==> config.mk <==
export PLATFORM = sky130hd
export DESIGN_NAME = cau_out
export DESIGN_NICKNAME = d
export VERILOG_FILES = /design/src/sv/cau_pkg.sv /design/src/sv/cau_out.sv
export SDC_FILE = /design/constraint.sdc
export NUM_CORES = 1
export LEC_CHECK = 0
export ABC_AREA = 1
export BUFFER_PORTS_ARGS = -buffer_cell sky130_fd_sc_hd__clkbuf_2
export CORE_AREA = 10 10 183 185
export DETAILED_ROUTE_END_ITERATION = 12
export DIE_AREA = 0 0 193 195
export GPL_ROUTABILITY_DRIVEN = 0
export REMOVE_ABC_BUFFERS = 1
export SKIP_LAST_GASP = 1
export SLEW_MARGIN = 20
export SYNTH_ARGS = -nofsm -noshare
export SYNTH_HDL_FRONTEND = slang
export SYNTH_SLANG_ARGS = --single-unit
==> constraint.sdc <==
create_clock -name i_clk -period 7.7 [get_ports i_clk]
set_input_delay 2.31 -clock i_clk [delete_from_list [all_inputs] [get_ports i_clk]]
set_output_delay 2.31 -clock i_clk [all_outputs]
set_load 0.02 [all_outputs]
==> src/sv/cau_pkg.sv <==
// Shared types, codes and saturation helpers for the complex arithmetic unit.
// No dependencies; every other file imports this package.
package cau_pkg;

    localparam int FRAC_BITS = 16;
    localparam int DATA_W    = 32;
    localparam int PROD_W    = 2 * DATA_W;
    localparam int QUO_W     = DATA_W + 1;
    localparam int REM_W     = PROD_W + DATA_W;
    localparam int NUM_CELLS = QUO_W;

    localparam logic [2:0] CMD_ADD  = 3'd0;
    localparam logic [2:0] CMD_SUB  = 3'd1;
    localparam logic [2:0] CMD_MUL  = 3'd2;
    localparam logic [2:0] CMD_DIV  = 3'd3;
    localparam logic [2:0] CMD_CONJ = 3'd4;

    typedef struct packed {
        logic [2:0]                cmd;
        logic signed [DATA_W-1:0]  ar;
        logic signed [DATA_W-1:0]  ai;
        logic signed [DATA_W-1:0]  br;
        logic signed [DATA_W-1:0]  bi;
        logic signed [PROD_W-1:0]  p_rr;
        logic signed [PROD_W-1:0]  p_ii;
        logic signed [PROD_W-1:0]  p_ir;
        logic signed [PROD_W-1:0]  p_ri;
        logic [PROD_W-1:0]         p_br2;
        logic [PROD_W-1:0]         p_bi2;
    } t_prod;

    typedef struct packed {
        logic                      is_div;
        logic                      dz;
        logic                      neg_re;
        logic                      neg_im;
        logic [REM_W-1:0]          r_re;
        logic [REM_W-1:0]          r_im;
        logic [REM_W-1:0]          ds;
        logic [QUO_W-1:0]          q_re;
        logic [QUO_W-1:0]          q_im;
        logic [DATA_W-1:0]         re;
        logic [DATA_W-1:0]         im;
        logic                      ovf;
    } t_div;

    typedef struct packed {
        logic [DATA_W-1:0] val;
        logic              ovf;
    } t_sat;

    // Saturate a sign-magnitude value to a signed 32-bit word.
    function automatic t_sat sat_sm(input logic neg, input logic [PROD_W-1:0] mag);
        t_sat res;
        res.ovf = 1'b0;
        if (!neg) begin
            if (mag > PROD_W'({1'b0, {(DATA_W-1){1'b1}}})) begin
                res.val = {1'b0, {(DATA_W-1){1'b1}}};
                res.ovf = 1'b1;
            end else begin
                res.val = mag[DATA_W-1:0];
            end
        end else begin
            if (mag > PROD_W'({1'b1, {(DATA_W-1){1'b0}}})) begin
                res.val = {1'b1, {(DATA_W-1){1'b0}}};
                res.ovf = 1'b1;
            end else begin
                res.val = DATA_W'(~mag + 1'b1);
            end
        end
        return res;
    endfunction

    // Saturate a 33-bit two's complement value to 32 bits.
    function automatic t_sat sat_s33(input logic [DATA_W:0] v);
        t_sat res;
        if (v[DATA_W] != v[DATA_W-1]) begin
            res.ovf = 1'b1;
            res.val = v[DATA_W] ? {1'b1, {(DATA_W-1){1'b0}}}
                                : {1'b0, {(DATA_W-1){1'b1}}};
        end else begin
            res.ovf = 1'b0;
            res.val = v[DATA_W-1:0];
        end
        return res;
    endfunction

endpackage

==> src/sv/cau_out.sv <==
// Output stage: picks the divide or direct result, saturates quotients and
// holds the result register. Uses cau_pkg.
module cau_out (
    input  logic                      i_clk,
    input  logic                      i_rst_n,
    input  logic                      i_valid,
    output logic                      o_ready,
    input  cau_pkg::t_div             i_data,
    output logic                      o_valid,
    input  logic                      i_ready,
    output logic [cau_pkg::DATA_W-1:0] o_re,
    output logic [cau_pkg::DATA_W-1:0] o_im,
    output logic                      o_dz,
    output logic                      o_ovf
);
    import cau_pkg::*;

    logic              r_valid;
    logic [DATA_W-1:0] r_re;
    logic [DATA_W-1:0] r_im;
    logic              r_dz;
    logic              r_ovf;
    logic [DATA_W-1:0] n_re;
    logic [DATA_W-1:0] n_im;
    logic              n_dz;
    logic              n_ovf;
    t_sat              q_re;
    t_sat              q_im;

    assign o_ready = !r_valid || i_ready;

    always_comb begin
        q_re = sat_sm(i_data.neg_re, PROD_W'(i_data.q_re));
        q_im = sat_sm(i_data.neg_im, PROD_W'(i_data.q_im));
        priority if (i_data.is_div && i_data.dz) begin
            n_re  = '0;
            n_im  = '0;
            n_dz  = 1'b1;
            n_ovf = 1'b0;
        end else if (i_data.is_div) begin
            n_re  = q_re.val;
            n_im  = q_im.val;
            n_dz  = 1'b0;
            n_ovf = q_re.ovf | q_im.ovf;
        end else begin
            n_re  = i_data.re;
            n_im  = i_data.im;
            n_dz  = 1'b0;
            n_ovf = i_data.ovf;
        end
    end

    always_ff @(posedge i_clk) begin
        if (!i_rst_n) begin
            r_valid <= 1'b0;
        end else if (o_ready) begin
            r_valid <= i_valid;
        end
    end

    always_ff @(posedge i_clk) begin
        if (o_ready && i_valid) begin
            r_re  <= n_re;
            r_im  <= n_im;
            r_dz  <= n_dz;
            r_ovf <= n_ovf;
        end
    end

    assign o_valid = r_valid;
    assign o_re    = r_re;
    assign o_im    = r_im;
    assign o_dz    = r_dz;
    assign o_ovf   = r_ovf;
endmodule

* After elaboration in Yosys (flattened, before gate mapping)
Cells that the tools add are included.
** Word-level totals
- Input bits :: 427
- Logic and storage cells :: 32
- Bits in writable memories :: 0
- Register bits :: 67
- Bits in read-only memories :: 0
- Latch bits :: 0
- Memories kept :: 0
** Operators by class
- Mux-type cells :: 14
- Magnitude comparators :: 4
- $mul :: 0
- Shifts and indexed selects :: 0
- Reduce and logical (&&, ||, !) cells :: 4
- Bitwise operators :: 3
- Equality and inequality tests :: 0
- Add/sub/neg operators :: 2
- Div/mod/pow operators :: 0
** Operators with widths (number)
- two-way mux 32 bit :: 6
- > comparator 33 x 31 -> 1 bit (second input constant) :: 2
- > comparator 33 x 32 -> 1 bit (second input constant) :: 2
- two-way mux 33 bit :: 2
- adder 32 x 1 -> 32 bit (second input constant) :: 2
- inverter 32 bit :: 2
- two-way mux 1 bit :: 6
- logical AND 1 bit :: 2
- logical NOT 1 bit :: 1
- logical OR 1 bit :: 1
- bitwise OR 1 bit :: 1

* Longest topological paths before layout
- Depth in word-level cells :: 6
- Mapped depth :: 13
- Gate-level depth less buffers :: 13

* Least setup slack after synthesis
No wires, ideal clock.
- Kind :: input to register
- From :: input i_valid
- To :: register r_dz (netlist: o_dz) (enable)
- Arrival :: 5.551 ns
- Path slack :: 1.637 ns
- Path buffers :: 0
- Stages on the path :: 2
- Path through :: inv_1 > a21oi_1
** Between the ends
- Longest elaborated chain between the ends :: 1
** RTL lines
- from (decl) :: RTL line cau_out.sv:6 : input logic i_valid,
- logical AND 1 bit :: RTL line cau_out.sv:62 : if (o_ready && i_valid) begin
- to (signal assigned) :: RTL line cau_out.sv:65 : r_dz <= n_dz;
- to (decl) :: RTL line cau_out.sv:21 : logic r_dz;
No other way between the ends.
A chain may end at the register's enable or synchronous reset.

* Worst setup path after layout
- From :: input i_ready
- To :: output o_ready
** Between the ends
- Longest elaborated chain between the ends :: 1
** RTL lines
- from (decl) :: RTL line cau_out.sv:10 : input logic i_ready,
- logical OR 1 bit :: RTL line cau_out.sv:30 : assign o_ready = !r_valid || i_ready;
- to (decl) :: RTL line cau_out.sv:7 : output logic o_ready,
No other way between the ends.

==> summary.md <==
| Metric | Value |
|---|---|
| WHS Endpoint | o_valid$_SDFFE_PN0N_ |
| Final worst path period share | 65.6% |
| Maximum clock frequency | 0.198 GHz |
| Met2 track demand over resource | 23.0% |
| Required time worst endpoint | 5.39 ns |
| Worst Hold Class | flop to flop |
| Final std cells w/o fill | 1555 |
| FF-to-FF End | o_re[25]$_SDFFCE_PP0P_ |
| Main synth FF type | edfxtp_1 |
| Die Wd | 193 um |
| Setup violators final | 0 |
| IO Port Bufs | 206 |
| Post-synth EDFFs | 66 |
| Maximum VDD drop | 0.0954 mV |
| Crit Path Category | primary input to output pin |
| Worst reg2reg path depth | 2 |
| Tmin final | 5.05 ns |
| # resized after CTS | 0 |
| Syn. warnings | 0 |
| DR DRC count | 0 |
| Synth top cells by count | 219 x nand2_1, 208 x nor2_1, 126 x nand3_1 |
| Row cnt | 64 |
| Mean post-synth cell area | 6.47 um2 |
| Hold path depth | 2 |
| Drt first pass iters | 5 |
| Initial antenna violation count | 0 |
| Longest Clk Path Bufs | 2 |
| Vias in the first global route | 6844 |
| Crit path capture type | output pin |
| Gr ovfl total | 0 |
| Inst Count DP | 1539 |
| Relative slew slack | 39.0% |
| Largest net degree at the start of global routing | 67 |
| FF-to-FF Start | o_valid$_SDFFE_PN0N_ |
| Max Slew Vio Count | 0 |
| CP arrival | 2.74 ns |
| PwrDens | 150 nW/um2 |
| CTS root buf | clkbuf_16 |
| Final wirelength | 26.1 mm |
| Clock buffer count from CTS | 9 |
| Final Skew | 0.0113 ns |
| Unrepaired setup endpoints after global routing | false |
| Syn Std Cell Area | 6270 um2 |
| Core area | 30000 um2 |
| Final Hold Fails | 0 |
| Initial Util | 20.9% |
| Fraction of layout cells with a size suffix above 1 | 24.8% |
| Worst Min Path Start | o_valid$_SDFFE_PN0N_ |
| DRT antenna net count | 0 |
| Io pins | 495 |
| Die Ht | 195 um |
| CTS tree | done |
| Met3 usage | 4.42% |
| All-Layer GR Usage | 13.3% |
| Final TNS setup | 0 ns |
| Status | completed |
| Drt initial violations | 477 |
| Hold_buf cts | 0 |
| Skew-Pair Late Insertion Delay | 0.35 ns |
| Post-synth cell types | 35 |
| Fraction of registers with async set/reset | 0% |
| Worst-path fanout max | 2 |
| Per-cell routed wire length | 16.8 um |
| Worst Tran Pin Value | 0.914 ns |
| Register area share after synthesis | 31.9% |
| Area contributors post-synth | edfxtp_1 32%, nand2_1 13%, nor2_1 12%, nand3_1 10%, inv_1 6.3% |
| NumNets Final | 1585 |
| First-pass GRT wire length | 38.9 mm |
| Worst R2R Setup Slack | 6.06 ns |
| Area growth from synthesis to layout | 27.0% |
| H-tree depth | 3 |
| Met1 Resource Use GR | 15.1% |
| Top-area cell type share of the netlist area | 31.6% |
| DP HPWL | 20.9 mm |
| Count leader, synth | nand2_1 |
| Max-Cap Viols | 0 |
| Clock sink count | 67 |
| Via count | 7075 |
| Leakage | 3.67 nW |
| Clk slew on worst S/H paths | 0.07 ns |
| Syn Inst Count | 968 |
| Area leader, netlist | edfxtp_1 |
| Nature of the critical path startpoint | primary input |
| Die footprint | 37600 um2 |
| # diodes | 0 |
| Busiest grt layer | met2 |
| Yosys reg bits | 67 |
| Vias per cell | 4.55 |
| Post-CTS Setup Bufs | 0 |
-- cell usage in the layout, fill, tap and decap left out --
cell type   instances
dfxtp_1             1
nor3_1              6
o21ai_1             6
a21oi_2            10
nor2_4              7
edfxtp_1           66
nand4_2            12
nand2_8             1
nor2_1            208
xnor2_1             2
ha_1                4
inv_2               3
a21boi_0            1
clkinvlp_4          1
clkinv_1            1
xor2_1             23
o21bai_1            2
a21oi_4             1
inv_8               1
clkinv_4            2
inv_1             105
clkbuf_2          206
nor2_2             10
nand2_2            12
nand2_1           219
a21oi_1            24
nand3b_1           11
o21ai_0            53
inv_6               2
nand4_1            14
nand3_2             1
bufinv_16           1
nor3_2              1
clkbuf_16           9
nand3_1           126
buf_4               5
nand2_4             2
-- registers in the layout, summed over array words and instances, names as in the netlist --
signal and flops:
o_re 32, o_im 32, o_ovf 1, o_dz 1
o_valid 1
-- worst max-delay path, stage by stage --
cell and delay (ns):
clkbuf_2 0.08, inv_1 0.11, nand2_1 0.08, clkbuf_2 0.16
-- worst max path at each step --
stage	from	end	slack, ns	cells past startpoint
2_1_floorplan	i_valid	o_dz$_DFFE_PP_	1.64	2
3_3_place_gp	i_ready	o_ready	2.65	4
3_5_place_dp	i_ready	o_ready	2.65	4
4_1_cts	i_ready	o_ready	2.65	4
5_1_grt	i_ready	o_ready	2.60	4
6_report	i_ready	o_ready	2.65	4
-- power by group --
part           total, mW  internal [mW]  switching, mW
clock              0.436          0.256          0.180
sequential         0.449          0.439        0.00973
combinational      0.312         0.0959          0.216
total               1.20          0.791          0.405
-- area by class of cell --
class                           instances  area [um2]
Timing Repair Buffer                  211        1070
Multi-Input combinational cell        756        3670
Tap cell                              396         495
Clock buffer                            9         225
Sequential cell                        67        2000
Clock inverter                          7        83.8
Fill cell                            3380       22100
Inverter                              109         409
-- per-layer routing --
metal | up-vias | wire length (um)
met2 | 323 | 12800
met5 | - | 0
met4 | 0 | 596
li1 | 3523 | -
met3 | 29 | 2540
met1 | 3200 | 10200
-- per-stage QoR --
step / hold slack [ns] / worst slack [ns] / power, mW / utilization (%) / cell area (um2)
floorplan: 0.729 / 1.64 / 0.619 / - / 6070
global placement: 0.536 / 2.65 / 0.768 / 25.5 / 7650
detailed placement: 0.544 / 2.65 / 0.770 / 25.5 / 7650
CTS: 0.555 / 2.65 / 1.22 / 26.5 / 7960
global route: 0.602 / 2.60 / 1.26 / 26.5 / 7960
finish: 0.559 / 2.65 / 1.20 / 26.5 / 7960
-- logic make-up after synthesis --
logic type               after synthesis  synth area share (%)
AO/OA/AOI/OAI                         97                  8.46
flip-flops                            67                  31.9
buffers and inverters                145                  9.62
XOR/XNOR                              25                  3.49
adder cells (fa/ha/maj)                4                 0.799
AND/OR/NAND/NOR                      630                  45.7
Note: power is estimated with default switching activity, not from simulation.
