File: config.mk
export PLATFORM = sky130hd
export DESIGN_NAME = cau_prep
export DESIGN_NICKNAME = d
export VERILOG_FILES = /design/src/sv/cau_pkg.sv /design/src/sv/cau_prep.sv
export SDC_FILE = /design/constraint.sdc
export NUM_CORES = 1
export LEC_CHECK = 0
export BUFFER_PORTS_ARGS = -buffer_cell sky130_fd_sc_hd__buf_2
export CAP_MARGIN = 20
export CORE_ASPECT_RATIO = 1.75
export CORE_UTILIZATION = 25
export DETAILED_ROUTE_END_ITERATION = 16
export MAX_ROUTING_LAYER = met4
export PLACE_DENSITY_LB_ADDON = 0.12
export SLEW_MARGIN = 30
export SYNTH_ARGS = -nofsm -noshare
export SYNTH_HDL_FRONTEND = slang
export SYNTH_SLANG_ARGS = --single-unit
File: constraint.sdc
create_clock -name i_clk -period 11 [get_ports i_clk]
set_input_delay 0.55 -clock i_clk [delete_from_list [all_inputs] [get_ports i_clk]]
set_output_delay 0.55 -clock i_clk [all_outputs]
set_load 0.1 [all_outputs]
File: src/sv/cau_pkg.sv
// Shared types, codes and saturation helpers for the complex arithmetic unit.
// No dependencies; every other file imports this package.
package cau_pkg;

    localparam int FRAC_BITS = 16;
    localparam int DATA_W    = 32;
    localparam int PROD_W    = 2 * DATA_W;
    localparam int QUO_W     = DATA_W + 1;
    localparam int REM_W     = PROD_W + DATA_W;
    localparam int NUM_CELLS = QUO_W;

    localparam logic [2:0] CMD_ADD  = 3'd0;
    localparam logic [2:0] CMD_SUB  = 3'd1;
    localparam logic [2:0] CMD_MUL  = 3'd2;
    localparam logic [2:0] CMD_DIV  = 3'd3;
    localparam logic [2:0] CMD_CONJ = 3'd4;

    typedef struct packed {
        logic [2:0]                cmd;
        logic signed [DATA_W-1:0]  ar;
        logic signed [DATA_W-1:0]  ai;
        logic signed [DATA_W-1:0]  br;
        logic signed [DATA_W-1:0]  bi;
        logic signed [PROD_W-1:0]  p_rr;
        logic signed [PROD_W-1:0]  p_ii;
        logic signed [PROD_W-1:0]  p_ir;
        logic signed [PROD_W-1:0]  p_ri;
        logic [PROD_W-1:0]         p_br2;
        logic [PROD_W-1:0]         p_bi2;
    } t_prod;

    typedef struct packed {
        logic                      is_div;
        logic                      dz;
        logic                      neg_re;
        logic                      neg_im;
        logic [REM_W-1:0]          r_re;
        logic [REM_W-1:0]          r_im;
        logic [REM_W-1:0]          ds;
        logic [QUO_W-1:0]          q_re;
        logic [QUO_W-1:0]          q_im;
        logic [DATA_W-1:0]         re;
        logic [DATA_W-1:0]         im;
        logic                      ovf;
    } t_div;

    typedef struct packed {
        logic [DATA_W-1:0] val;
        logic              ovf;
    } t_sat;

    // Saturate a sign-magnitude value to a signed 32-bit word.
    function automatic t_sat sat_sm(input logic neg, input logic [PROD_W-1:0] mag);
        t_sat res;
        res.ovf = 1'b0;
        if (!neg) begin
            if (mag > PROD_W'({1'b0, {(DATA_W-1){1'b1}}})) begin
                res.val = {1'b0, {(DATA_W-1){1'b1}}};
                res.ovf = 1'b1;
            end else begin
                res.val = mag[DATA_W-1:0];
            end
        end else begin
            if (mag > PROD_W'({1'b1, {(DATA_W-1){1'b0}}})) begin
                res.val = {1'b1, {(DATA_W-1){1'b0}}};
                res.ovf = 1'b1;
            end else begin
                res.val = DATA_W'(~mag + 1'b1);
            end
        end
        return res;
    endfunction

    // Saturate a 33-bit two's complement value to 32 bits.
    function automatic t_sat sat_s33(input logic [DATA_W:0] v);
        t_sat res;
        if (v[DATA_W] != v[DATA_W-1]) begin
            res.ovf = 1'b1;
            res.val = v[DATA_W] ? {1'b1, {(DATA_W-1){1'b0}}}
                                : {1'b0, {(DATA_W-1){1'b1}}};
        end else begin
            res.ovf = 1'b0;
            res.val = v[DATA_W-1:0];
        end
        return res;
    endfunction

endpackage

File: src/sv/cau_prep.sv
// Second stage: forms the sums of products, finishes add, subtract, multiply
// and conjugate, and sets up dividend and divisor for the cell chain. Uses cau_pkg.
module cau_prep (
    input  logic           i_clk,
    input  logic           i_rst_n,
    input  logic           i_valid,
    output logic           o_ready,
    input  cau_pkg::t_prod i_data,
    output logic           o_valid,
    input  logic           i_ready,
    output cau_pkg::t_div  o_data
);
    import cau_pkg::*;

    logic                 r_valid;
    t_div                 r_data;
    t_div                 n_data;
    logic [PROD_W:0]      s_re;
    logic [PROD_W:0]      s_im;
    logic [PROD_W-1:0]    mag_re;
    logic [PROD_W-1:0]    mag_im;
    logic [PROD_W-1:0]    den;
    t_sat                 sat_re;
    t_sat                 sat_im;

    assign o_ready = !r_valid || i_ready;

    always_comb begin
        if (i_data.cmd == CMD_DIV) begin
            s_re = {i_data.p_rr[PROD_W-1], i_data.p_rr} + {i_data.p_ii[PROD_W-1], i_data.p_ii};
            s_im = {i_data.p_ir[PROD_W-1], i_data.p_ir} - {i_data.p_ri[PROD_W-1], i_data.p_ri};
        end else begin
            s_re = {i_data.p_rr[PROD_W-1], i_data.p_rr} - {i_data.p_ii[PROD_W-1], i_data.p_ii};
            s_im = {i_data.p_ir[PROD_W-1], i_data.p_ir} + {i_data.p_ri[PROD_W-1], i_data.p_ri};
        end
        mag_re = s_re[PROD_W] ? PROD_W'(~s_re + 1'b1) : s_re[PROD_W-1:0];
        mag_im = s_im[PROD_W] ? PROD_W'(~s_im + 1'b1) : s_im[PROD_W-1:0];
        den    = i_data.p_br2 + i_data.p_bi2;

        sat_re = '0;
        sat_im = '0;
        unique case (i_data.cmd)
            CMD_ADD: begin
                sat_re = sat_s33({i_data.ar[DATA_W-1], i_data.ar}
                                 + {i_data.br[DATA_W-1], i_data.br});
                sat_im = sat_s33({i_data.ai[DATA_W-1], i_data.ai}
                                 + {i_data.bi[DATA_W-1], i_data.bi});
            end
            CMD_SUB: begin
                sat_re = sat_s33({i_data.ar[DATA_W-1], i_data.ar}
                                 - {i_data.br[DATA_W-1], i_data.br});
                sat_im = sat_s33({i_data.ai[DATA_W-1], i_data.ai}
                                 - {i_data.bi[DATA_W-1], i_data.bi});
            end
            CMD_MUL: begin
                sat_re = sat_sm(s_re[PROD_W], mag_re >> FRAC_BITS);
                sat_im = sat_sm(s_im[PROD_W], mag_im >> FRAC_BITS);
            end
            CMD_CONJ: begin
                sat_re.val = i_data.ar;
                sat_re.ovf = 1'b0;
                sat_im = sat_s33((DATA_W+1)'(0) - {i_data.ai[DATA_W-1], i_data.ai});
            end
            default: begin
                sat_re = '0;
                sat_im = '0;
            end
        endcase

        n_data.is_div = (i_data.cmd == CMD_DIV);
        n_data.dz     = (i_data.br == '0) && (i_data.bi == '0);
        n_data.neg_re = s_re[PROD_W];
        n_data.neg_im = s_im[PROD_W];
        n_data.r_re   = REM_W'(mag_re) << FRAC_BITS;
        n_data.r_im   = REM_W'(mag_im) << FRAC_BITS;
        n_data.ds     = {den, {DATA_W{1'b0}}};
        n_data.q_re   = '0;
        n_data.q_im   = '0;
        n_data.re     = sat_re.val;
        n_data.im     = sat_im.val;
        n_data.ovf    = sat_re.ovf | sat_im.ovf;
    end

    always_ff @(posedge i_clk) begin
        if (!i_rst_n) begin
            r_valid <= 1'b0;
        end else if (o_ready) begin
            r_valid <= i_valid;
        end
    end

    always_ff @(posedge i_clk) begin
        if (o_ready && i_valid) begin
            r_data <= n_data;
        end
    end

    assign o_valid = r_valid;
    assign o_data  = r_data;
endmodule

; ---- Word-level counts from Yosys, hierarchy flattened
; Cells that the tools add are included.
[word_totals]
regBits = 262
inputBits = 519
output_inout_bits = 425
[op_classes]
add_sub_neg = 14
magnitude_cmp = 4
n_eq_ne = 9
mux = 26
n_bitwise = 5
reduce_logical = 7
[op_table]
columns = operator, n
row1 = $mux W32, 9
row2 = $pmux W33 S4, 2
row3 = $mux W33, 7
row4 = $add A64 B64 Y65, 2
row5 = $mux W65, 2
row6 = $sub A64 B64 Y65, 2
row7 = $add A64 B1 Y64 const B, 2
row8 = $mux W64, 2
row9 = $not A64 Y64, 2
row10 = $gt A48 B31 Y1 const B, 2
row11 = $gt A48 B32 Y1 const B, 2
row12 = $add A32 B32 Y33, 2
row13 = $sub A32 B32 Y33, 2
row14 = $add A32 B1 Y32 const B, 2
row15 = $add A64 B64 Y64, 1
row16 = $logic_not A32 Y1, 2
row17 = $not A32 Y32, 2
row18 = $sub A1 B32 Y33 const A, 1
row19 = $eq A3 B2 Y1 const B, 2
row20 = $ne A1 B1 Y1, 5
row21 = $mux W1, 4
row22 = $eq A3 B1 Y1 const B, 1
row23 = $eq A3 B3 Y1 const B, 1
row24 = $logic_not A3 Y1, 1
row25 = other kinds (4), 5

; ---- Longest topological paths before layout
; Gate-level depths: netlist (run 1).
[depth]
depth_word = 11
ltp_mapped = 39

; ---- Least setup slack after synthesis (run 1)
; No wires, ideal clock.
[synth_path]
kind = input-to-reg
from = input i_data[260] (netlist bit)
to = register r_data (netlist bit o_data[34]) (data pin)
setup_ns = 0.169
t_arrival_ns = 8.875
path_slack_ns = 1.956
path_stages = 38
n_path_buf = 6
cell_sequence = or3_1 > or4_1 > or3_1 > nor2_1 > nand2_1 > or2_2 > nor3_1 > nand2_1 > nor2_1 > nand2_1 > o21ai_0 > xnor2_1 > ha_1 > clkbuf_1 > nand2_1 > or3_1 > nor4b_1 > a211o_1 > [... 2 more ...] > xor2_1 > inv_1 > clkbuf_1 > clkbuf_1 > clkbuf_1 > buf_1 > o31ai_1 > xnor2_1 > inv_1 > ha_1 > inv_1 > nor3_1 > nand3_1 > nor2_1 > a211oi_1 > a211o_1 > buf_6 > o31ai_1
[synth_rtl]
columns = element, line
row1 = from (decl), cau_prep.sv:8  ; input cau_pkg::t_prod i_data,
row2 = to (signal assigned), cau_prep.sv:94  ; r_data <= n_data;
row3 = to (decl), cau_prep.sv:16  ; t_div r_data;

==> results.sh, run 1 <==
export IMPL_clkTransAtPathRegs_ns=0.06
export IMPL_busiest_layer="met2"
export IMPL_outcome="completed"
export IMPL_finClkSkew_ns=0.0480
export IMPL_grt_antenna_before_repair=66
export IMPL_post_cts_buffers=0
export IMPL_post_drt_wl_per_cell_um=26.8
export IMPL_synth_simple_area_share_pct=22.0
export IMPL_min_period_over_period_pct=90.3
export IMPL_hold_path_end="o_valid$_SDFFE_PN0N_"
export IMPL_grt_pass1_vias=42400
export IMPL_grtUsageMet1_pct=26.1
export IMPL_synth_compound_area_share_pct=26.5
export IMPL_synth_xor_area_share_pct=12.8
export IMPL_maxCapViolCount=0
export IMPL_io_pins=944
export IMPL_tightest_slew_ns=1.16
export IMPL_dpl_cell_count=7958
export IMPL_seq_area_frac_synth_pct=19.8
export IMPL_finalPower_mw=8.15
export IMPL_grt_use_total_pct=26.7
export IMPL_dp_hpwl_um=187000
export IMPL_layout_common_cells="buf_2, a21oi_1, nor2_1"
export IMPL_grt_setup_unrepaired="no"
export IMPL_cts_hold_buf=0
export IMPL_dr_pass1_iters=6
export IMPL_netlist_area_um2=39600
export IMPL_startpoint_type="primary input"
export IMPL_synthCells=5166
export IMPL_viasPerCell=5.26
export IMPL_cts_max_path_buffers=3
export IMPL_drt_total_wl_um=216000
export IMPL_n_fill_cell=17400
export IMPL_fin_ws_ns=1.07
export IMPL_routabilityCongestion=0.965
export IMPL_area_delta_synth_final_pct=20.1
export IMPL_final_cell_area_um2=47600
export IMPL_rr_startpoint="o_valid$_SDFFE_PN0N_"
export IMPL_path_class="in2reg"
export IMPL_ys_flop_type="edfxtp_1"
export IMPL_grt_start_max_net_pins=139
export IMPL_synth_seq_cells=262
export IMPL_synth_edf_count=261
export IMPL_nets=6803
export IMPL_use_met3_pct=5.08
export IMPL_synth_distinct_cells=109
export IMPL_r2r_slack_ns=8.07
export IMPL_r2r_end="o_data[294]$_DFFE_PP_"
export IMPL_slowest_delay_ns=0.85
export IMPL_cts_sinks=262
export IMPL_cp_max_fo=8
export IMPL_p_leak_nw=20.0
export IMPL_die_height_um=529
export IMPL_cp_data_required_time_ns=11.23
export IMPL_drive_above_1_share_pct=19.1
export IMPL_peakVddDrop_mv=0.119
export IMPL_die_width_um=303
export IMPL_htree_levels=2
export IMPL_synth_mux_area_share_pct=0.593
export IMPL_r2r_cells=4
export IMPL_hold_viol=0
export IMPL_endpoint_kind="flip-flop"
export IMPL_multi_input_area_um2=29600
export IMPL_cts_root_buf="clkbuf_16"
export IMPL_core_area_um2=158000
export IMPL_cp_common_cell="or4_1"
export IMPL_slew_violations=0
export IMPL_regArea_um2=7860
export IMPL_grt_overflow=0
export IMPL_clock_fmax_mhz=101
export IMPL_cts_made_buffers=36
export IMPL_layout_cells_non_filler=8077
export IMPL_via_count=42500
export IMPL_p_per_area_nw_per_um2=171
export IMPL_ant_nets=0
export IMPL_slowest_stage="o211ai_1"
export IMPL_slew_headroom_pct=22.2
export IMPL_worstPathArrival_ns=10.16
export IMPL_synth_top_family_by_area="compound AO/OA/AOI/OAI gates"
export IMPL_place_ws_ns=0.449
export IMPL_tns_ns=0
export IMPL_min_period_ns=9.93
export IMPL_ys_async_sr_fraction_pct=0
export IMPL_row_count=193
export IMPL_clk_latency_ns=0.63
export IMPL_grt_pass1_wl_um=299000
export IMPL_yosys_warnings=0
export IMPL_start_util_pct=25.1
export IMPL_synth_fa_ha_area_share_pct=10.7
export IMPL_cts_tree="yes"
export IMPL_min_path_cells=2
export IMPL_cts_resized_gates=0
export IMPL_hp_class="in2reg"
export IMPL_hold_start="i_rst_n"
export IMPL_place_area_um2=46300
export IMPL_final_setup_viol_count=0
export IMPL_portBuffers=781
export IMPL_met2_usage_pct=48.7
export IMPL_synth_area_per_cell_um2=7.67
export IMPL_drc=0
export IMPL_drt_initial_drc_count=2381
export IMPL_die_area_um2=160000
export IMPL_final_common_cell="buf_2"
## power breakdown
group          switching [mW]  total, mW  internal (mW)
combinational            4.03       5.41           1.38
sequential             0.0805       1.49           1.41
clock                   0.566       1.25          0.685
total                    4.68       8.15           3.47
## state kept, by name, summed over array words and instances, names as in the netlist
register	count
o_data	261
o_valid	1
## cell type report
type	instances	area share, %
antenna	54	0.284
multi-input combinational	4436	62.1
sequential	262	16.5
timing repair buffer	962	11.2
inverter	251	1.98
clock inverter	23	0.523
clock buffer	42	1.94
tap	2047	5.38
## per-stage QoR
stage | hold WS [ns] | utilization (%)
global placement | 0.543 | 29.3
finish | 0.217 | 30.2
detailed placement | 0.532 | 29.3
global route | 0.187 | 30.2
floorplan | 0.689 | -
CTS | 0.159 | 30.1
## worst max-delay path by stage
stage,startpoint,end,slack (ns)
floorplan,i_data[260],o_data[34]$_DFFE_PP_,1.96
global placement,i_data[258],o_data[64]$_DFFE_PP_,-0.001
detailed placement,i_data[258],o_data[64]$_DFFE_PP_,0.45
CTS,i_data[258],o_data[64]$_DFFE_PP_,1.08
global route,i_data[258],o_data[64]$_DFFE_PP_,0.63
finish,i_data[258],o_data[64]$_DFFE_PP_,1.07
## worst max-delay path, delay by kind of cell
kind / cells / cell delay (ns)
adders and majority gates: 1 / 0.35
xor gates and xnor gates: 1 / 0.15
AOI/OAI and AO/OA: 9 / 3.10
and+or+nand+nor: 16 / 5.67
buffers and inverters: 2 / 0.33
## synthesized netlist by cell type, types with 53 or more instances
cell type	n	area, µm²
o21ai_0	304	1520
nor3_1	197	986
buf_4	162	1220
nand2b_1	58	363
edfxtp_1	261	7840
or3_1	75	469
a21o_1	140	1050
nand3_1	108	541
a211oi_1	62	465
inv_1	250	938
nand2_1	327	1230
a21oi_1	501	2510
clkbuf_1	187	702
xnor2_1	389	3410
o21a_1	62	465
nor2_1	444	1670
nor4_1	78	488
ha_1	328	4100
o31ai_1	99	743
a31oi_1	53	332
xor2_1	190	1660
nand4_1	82	513
## logic make-up (layout without fill, tap and decap cells)
group,count (synthesis),count (layout)
AO/OA/AOI/OAI,1631,1631
XOR/XNOR,579,579
adder cells (fa/ha/maj),335,335
buffers and inverters,629,1278
flip-flops,262,262
multiplexers,23,23
other,1,216
AND/OR/NAND/NOR,1706,1706
## metal layers
metal	vias to the layer above	share of wire (%)
li1	20400	-
met1	20300	36
met2	1485	52
met3	323	6.0
met4	0	6.4
met5	-	0
(Power assumes the default switching activity.)
==> run 2: changes to the inputs <==
--- a/config.mk
+++ b/config.mk
@@ -9,9 +9,9 @@
 export CAP_MARGIN = 20
 export CORE_ASPECT_RATIO = 1.75
 export CORE_UTILIZATION = 25
+export CTS_CLUSTER_DIAMETER = 120
 export DETAILED_ROUTE_END_ITERATION = 16
 export MAX_ROUTING_LAYER = met4
-export PLACE_DENSITY_LB_ADDON = 0.12
 export SLEW_MARGIN = 30
 export SYNTH_ARGS = -nofsm -noshare
 export SYNTH_HDL_FRONTEND = slang
==> results.sh, run 2 (same netlist as run 1, synthesis figures left out) <==
export IMPL_outcome="completed"
export IMPL_drt_initial_drc_count=3074
export IMPL_cts_hold_buf=0
export IMPL_startpoint_type="primary input"
export IMPL_row_count=193
export IMPL_largest_reg_flops=261
export IMPL_clock_fmax_mhz=103
export IMPL_cts_made_buffers=36
export IMPL_tightest_slew_ns=1.09
export IMPL_endpoint_kind="flip-flop"
export IMPL_start_util_pct=25.1
export IMPL_wl_met3_um=16100
export IMPL_area_delta_synth_final_pct=20.5
export IMPL_dpl_cell_count=7952
export IMPL_cts_max_path_buffers=3
export IMPL_die_width_um=303
export IMPL_dp_hpwl_um=177000
export IMPL_clockPowerShare_pct=16.0
export IMPL_p_leak_nw=20.0
export IMPL_hold_path_end="o_valid$_SDFFE_PN0N_"
export IMPL_drt_total_wl_um=209000
export IMPL_cts_tree="yes"
export IMPL_clkTransAtPathRegs_ns=0.07
export IMPL_comb_power_share_pct=65.6
export IMPL_post_drt_wl_per_cell_um=25.8
export IMPL_routed_top_layer="met4"
export IMPL_tns_ns=0
export IMPL_layout_cells_non_filler=8109
export IMPL_finClkSkew_ns=0.0614
export IMPL_drive_above_1_share_pct=19.2
export IMPL_p_sw_mw=4.71
export IMPL_drc=0
export IMPL_nets=6797
export IMPL_p_seq_share_pct=18.4
export IMPL_core_area_um2=158000
export IMPL_hold_start="i_rst_n"
export IMPL_routedLengthMet1_um=73600
export IMPL_cts_resized_gates=0
export IMPL_final_common_cell="buf_2"
export IMPL_clk_latency_ns=0.67
export IMPL_dr_pass1_iters=9
export IMPL_p_per_area_nw_per_um2=172
export IMPL_cellInternalPower_mw=3.50
export IMPL_hp_class="in2reg"
export IMPL_cts_sinks=262
export IMPL_cp_max_fo=17
export IMPL_maxCapViolCount=0
export IMPL_grt_antenna_before_repair=97
export IMPL_die_area_um2=160000
export IMPL_cts_root_buf="clkbuf_16"
export IMPL_path_class="in2reg"
export IMPL_grt_overflow=0
export IMPL_hold_ws_ns=0.194
export IMPL_worstPathArrival_ns=10.17
export IMPL_slew_headroom_pct=27.0
export IMPL_p_sw_share_pct=57.4
export IMPL_grt_setup_unrepaired="no"
export IMPL_wl_met2_um=102000
export IMPL_hold_viol=0
export IMPL_rr_startpoint="o_valid$_SDFFE_PN0N_"
export IMPL_cp_data_required_time_ns=11.46
export IMPL_grt_start_max_net_pins=69
export IMPL_die_height_um=529
export IMPL_portBuffers=781
export IMPL_r2r_cells=4
export IMPL_layout_common_cells="buf_2, a21oi_1, nor2_1"
export IMPL_ant_nets=0
export IMPL_r2r_end="o_data[248]$_DFFE_PP_"
export IMPL_via_count=43600
export IMPL_slew_violations=0
export IMPL_grt_pass1_vias=42100
export IMPL_r2r_slack_ns=7.87
export IMPL_routabilityCongestion=1.07
export IMPL_min_period_over_period_pct=88.3
export IMPL_final_setup_viol_count=0
export IMPL_slowest_delay_ns=0.63
export IMPL_grt_use_total_pct=25.7
export IMPL_fin_util_pct=30.3
export IMPL_grt_pass1_wl_um=290000
export IMPL_viasPerCell=5.37
export IMPL_htree_levels=2
export IMPL_post_cts_buffers=0
export IMPL_io_pins=944
export IMPL_min_path_cells=2
export IMPL_slowest_stage="or4_1"
export IMPL_min_period_ns=9.71
export IMPL_peakVddDrop_mv=0.119
==> run 2: cell count changes in the layout (fill, tap and decap cells not counted), sizes merged <==
cell      previous run  this run
diode               54        92
buf                962       956
clkbuf              42        37
clkinvlp             3         5
bufinv               3         4
clkinv              10        11
inv                258       259
==> run 2: final cells by class <==
cell class	instances	area (µm²)
Clock buffer	37	905
Tap cell	2047	2560
Sequential cell	262	7860
Inverter	251	942
Fill cell	17100	110000
Multi-Input combinational cell	4436	29600
Antenna cell	92	230
Timing Repair Buffer	956	5320
Clock inverter	28	330
==> run 2: per-stage QoR <==
step	total power, mW	cell area [µm²]	worst slack (ns)
6_report	8.21	47800	1.29
3_3_place_gp	6.85	46200	0.825
5_1_grt	8.59	47700	0.651
3_5_place_dp	6.87	46300	0.720
4_1_cts	8.23	47500	1.39
2_1_floorplan	5.37	40200	1.96
==> run 2: worst max-delay path: cells and delay by family <==
| kind | cells | cell delay, ns |
|---|---|---|
| AOI/OAI and AO/OA | 9 | 2.73 |
| xor gates and xnor gates | 2 | 0.67 |
| adders and majority gates | 1 | 0.35 |
| buffers and inverters | 3 | 0.57 |
| and+or+nand+nor | 14 | 5.28 |
==> run 2: power groups by stage <==
stage	logic (mW)	registers [mW]	clock network, mW
after detailed placement	5.34	1.53	0
final	5.38	1.51	1.31
after floorplan	2.47	2.90	0
after CTS	5.36	1.51	1.36
after global placement	5.31	1.53	0
after global routing	5.69	1.53	1.37
==> run 2: routing by layer <==
| metal | track usage, % | vias up |
|---|---|---|
| met5 | - | - |
| met4 | 18.4 | 0 |
| met3 | 5.69 | 411 |
| met2 | 44.2 | 2009 |
| met1 | 25.3 | 20700 |
| li1 | - | 20500 |
==> run 2: worst max path at each step <==
stage	startpoint	to	slack (ns)
detailed placement	i_data[260]	o_data[36]$_DFFE_PP_	0.72
finish	i_data[260]	o_data[36]$_DFFE_PP_	1.29
global placement	i_data[260]	o_data[36]$_DFFE_PP_	0.83
global route	i_data[260]	o_data[36]$_DFFE_PP_	0.65
floorplan	i_data[260]	o_data[34]$_DFFE_PP_	1.96
CTS	i_data[260]	o_data[36]$_DFFE_PP_	1.39
